File: config.mk
export PLATFORM = sky130hd
export DESIGN_NAME = ole_ram
export DESIGN_NICKNAME = d
export VERILOG_FILES = /design/src/rtl/core/ole_ram.sv
export SDC_FILE = /design/constraint.sdc
export NUM_CORES = 2
export LEC_CHECK = 0
export ABC_CLOCK_PERIOD_IN_PS = 3200
export CORE_ASPECT_RATIO = 1.5
export CORE_MARGIN = 3
export CORE_UTILIZATION = 42
export CTS_CLUSTER_SIZE = 12
export DETAILED_ROUTE_END_ITERATION = 12
export DONT_BUFFER_PORTS = 1
export GPL_ROUTABILITY_DRIVEN = 0
export SLEW_MARGIN = 20
export SYNTH_ARGS = -nofsm -noshare
export SYNTH_HDL_FRONTEND = slang
export SYNTH_SLANG_ARGS = --single-unit
File: constraint.sdc
create_clock -name clk -period 3.2 [get_ports clk]
set_clock_uncertainty 0.15 [all_clocks]
set_input_delay 0.32 -clock clk [delete_from_list [all_inputs] [get_ports clk]]
set_output_delay 0.32 -clock clk [all_outputs]
set_load 0.02 [all_outputs]
File: src/rtl/core/ole_ram.sv
// ----------------------------------------------------------------------------
// ole_ram
// Generic single-write, single-read RAM with registered read data.
// ----------------------------------------------------------------------------
module ole_ram #(
  parameter int WIDTH = 8,
  parameter int DEPTH = 256,
  localparam int AW = $clog2(DEPTH)
) (
  input  logic             clk,
  input  logic             we,
  input  logic [AW-1:0]    waddr,
  input  logic [WIDTH-1:0] wdata,
  input  logic [AW-1:0]    raddr,
  output logic [WIDTH-1:0] rdata
);
  logic [WIDTH-1:0] mem [DEPTH];

  always_ff @(posedge clk) begin
    if (we) begin
      mem[waddr] <= wdata;
    end
    rdata <= mem[raddr];
  end
endmodule

==> summary.md <==
Clocking
• **root buffer selected by CTS** sky130_fd_sc_hd__clkbuf_16
• **# H-tree levels** 4
• **post-cts repair resize count** 0
• **maximum clock path buffer count** 4
• **CTS clock-pin slew for the worst setup and hold paths** 0.06 ns
• **Clk Latency, worst-skew pair** 0.85 ns
• **Sinks on Clock Net** 2056
• **TritonCTS clock tree** done
• **number of clock buffers inserted by TritonCTS** 201

Drt
• **remaining routing DRC violations** 0
• **post-route antenna net violation count** 0
• **routed wire length** 202800 µm
• **Pre-Repair DR Iteration Count** 6
• **number of DRC markers in iteration 0** 4032
• **average detailed-routed wire length per instance** 30.59 µm
• **total number of vias** 38909
• **via/cell ratio** 5.867

GRT
• **global-route wire length before repair** 293700 µm
• **total congestion overflow** 0
• **via count of the first global-routing pass** 40312
• **global routing usage summed across all routing layers** 0.2068
• **pin count of the biggest net entering global routing** 579
• **initial antenna violation count** 6

Layout
• **final cell count without fillers** 6632
• **proportion of layout cells with a drive suffix above 1** 0.2570
• **FF+latch area** 61660 µm²
• **combined area of the multi-input logic cells** 16490 µm²
• **layout overhead on the synthesized area** 12.95%
• **Fill cells** 15375
• **final-stage net count** 4135
• **utilization after layout** 0.4770

Pwr
• **leakage power figure** 28.02 nW
• **Power Density** 582.9 nW/µm²
• **worst-case vdd ir drop** 0.3734 mV

Worst setup path
• **slowest cell delay on critical path** 1.36 ns
• **crit path kind** input port to flop
• **Cell Chain, Critical Path** nand3b_1, o22ai_1, o21ai_0, nand3_1, nor4_2, buf_4, nor4_1
• **Required @ worst endpoint** 3.72 ns
• **Crit path arrival time** 4.65 ns
• **slowest cell on the critical path** sky130_fd_sc_hd__nand3b_1
• **crit path max fanout** 446
• **crit path capture type** flop
• **kind of start point of the critical path** input port

Timing
• **number of failing setup endpoints in the final timing report** 8
• **Worst Setup Slack, final** -0.9337 ns
• **maximum clock frequency** 0.2419 GHz
• **max_slew headroom** -0.7900
• **final-report max-slew violation count** 460
• **setup repair after global routing missed its margin** false
• **post-route setup TNS** -4.744 ns
• **Period minus WS final** 4.134 ns
• **worst hold margin** -0.5504 ns
• **Worst Tran Pin Value** 2.685 ns
• **final hold vios** 1249
• **Final Cycle Share** 1.292

Synth
• **number of enable-type register cells in the synthesized netlist** 2048
• **Mapped Cells** 3733
• **total of warnings raised by yosys** 0
• **Avg Synthesized Cell Area** 21.31 µm²
• **count of different cell masters after synthesis** 55
• **Net Count, Synth** 3759
• **post-synthesis async set-or-reset flop share** 0
• **total of flip-flops plus latches after synthesis** 2056
• **post-synthesis instance area** 79560 µm²
• **top_reg_cell synth** sky130_fd_sc_hd__edfxtp_1
• **portion of the post-synthesis area used by sequential elements** 0.7750

Die
• **Core Footprint** 188400 µm²
• **Vert. Die Dim** 539.0 µm
• **Die ar.** 194800 µm²
• **Starting Density** 0.4224
• **Chip Width** 361.4 µm
• **I/O pin total** 34
• **placement row count** 195

Placement
• **Cells after DPL** 6343
• **Post-Place Setup Slack** -0.1655 ns
• **# port buffers** 0
• **estimated wirelength of the detail-placed design** 117200 µm

Job
• **maximum capacitance violations** 0

Outcome
• **result of the run** finished, violations left
• **failing checks** negative hold slack, max-slew violations, negative setup slack

Worst hold path
• **class of the tightest hold or removal check** input port to flop

[cells in the mapped netlist (all sizes together), types with 2 or more instances]
| cell type | number | area share |
|---|---|---|
| nand4 | 10 | 0.00079 |
| and2 | 6 | 0.00047 |
| or2 | 4 | 0.00031 |
| a2111oi | 5 | 0.00066 |
| nand2 | 33 | 0.0016 |
| nand3 | 34 | 0.0021 |
| a31oi | 2 | 0.00016 |
| edfxtp | 2048 | 0.77 |
| o211ai | 10 | 0.00094 |
| a21oi | 96 | 0.0060 |
| a22o | 8 | 0.00088 |
| o22ai | 28 | 0.0022 |
| clkbuf | 111 | 0.0052 |
| a22oi | 133 | 0.013 |
| a311oi | 2 | 0.00022 |
| dfxtp | 8 | 0.0020 |
| mux4 | 456 | 0.13 |
| and3b | 2 | 0.00022 |
| nand2b | 8 | 0.00063 |
| mux2i | 134 | 0.017 |
| a221oi | 14 | 0.0016 |
| nand3b | 2 | 0.00019 |
| o22a | 5 | 0.00055 |
| o221ai | 47 | 0.0053 |
| nor3 | 22 | 0.0014 |
| a211oi | 16 | 0.0015 |
| nor4 | 27 | 0.0024 |
| buf | 122 | 0.013 |
| nor2 | 282 | 0.013 |
| o32ai | 5 | 0.00064 |
| nor2b | 31 | 0.0024 |
| o21ai | 12 | 0.00075 |
[final timing paths]
path	start	end	slack, ns	cells past startpoint
setup / recovery	raddr[1]	rdata[1]	-0.93	7
hold / removal	wdata[0]	mem[58][0]	-0.55	0
setup reg to reg	mem[223][4]	rdata[4]	0.16	7
hold reg to reg	mem[41][3]	rdata[3]	0.94	7
[placed cells by master, fill, tap and decap left out, types with 22 or more instances in the layout]
cell type,count
sky130_fd_sc_hd__nor4_1,23
sky130_fd_sc_hd__nand3_1,34
sky130_fd_sc_hd__edfxtp_1,2048
sky130_fd_sc_hd__a22oi_1,133
sky130_fd_sc_hd__nor2_1,279
sky130_fd_sc_hd__o22ai_1,28
sky130_fd_sc_hd__nand2_1,33
sky130_fd_sc_hd__clkbuf_16,202
sky130_fd_sc_hd__nor2b_1,28
sky130_fd_sc_hd__mux2i_1,134
sky130_fd_sc_hd__mux4_2,454
sky130_fd_sc_hd__a21oi_1,96
sky130_fd_sc_hd__clkbuf_1,46
sky130_fd_sc_hd__nor3_1,22
sky130_fd_sc_hd__o221ai_1,46
sky130_fd_sc_hd__buf_4,375
[critical path, delay by kind of cell]
family / cells / cell delay, ns
and+or+nand+nor: 4 / 2.24
buffers and inverters: 1 / 0.25
AOI/OAI and AO/OA: 2 / 0.58
[layer usage]
| layer | share of wire | vias up | GRT usage |
|---|---|---|---|
| met5 | 0.000064 | - | 0 |
| met4 | 0.046 | 2 | 0.07996 |
| met3 | 0.059 | 374 | 0.03247 |
| met2 | 0.53 | 1342 | 0.3656 |
| met1 | 0.37 | 20885 | 0.2556 |
| li1 | - | 16306 | - |
[power by group]
group | internal, W | leakage [nW] | total, W | switching (W)
clock | 0.0114 | 2.61 | 0.0207 | 0.00926
combinational | 0.000968 | 6.94 | 0.00195 | 0.000978
sequential | 0.0297 | 18.5 | 0.0298 | 0.0000738
total | 0.0421 | 28.0 | 0.0524 | 0.0103
[per-stage QoR]
| step | total power, W | area [µm²] |
|---|---|---|
| after floorplan | 0.03174 | 79560 |
| after global placement | 0.03204 | 84170 |
| after detailed placement | 0.03204 | 84170 |
| after CTS | 0.05261 | 89720 |
| after global routing | 0.05376 | 89850 |
| final | 0.05238 | 89850 |
[area by class of cell]
cell class                      count  share of cell area
Clock inverter                     10           0.0008494
Tap cell                         2462             0.03428
Timing Repair Buffer              406             0.03623
Sequential cell                  2056              0.6862
Multi-Input combinational cell   1442              0.1835
Antenna cell                        2          0.00005570
Inverter                            2          0.00008355
Clock buffer                      252             0.05879
[registers in the layout (all words and copies together), names as in the netlist]
register	cells
mem	2048
rdata	8
[kinds of logic (layout without fill, tap and decap cells)]
group           after synthesis  count (layout)  synth area share
other cells                   0               2                 0
mux                         591             591            0.1462
flops                      2056            2056            0.7750
compound gates              385             385           0.03419
simple gates                466             466           0.02628
buf+inv                     235             670           0.01831
[timing repair]
action | 4_1_cts | 5_1_grt
hold buffers | 19 | 6
setup buffers | 0 | 0
endpoints found under the hold margin | 2320 | 1893
(Power assumes the default switching activity.)
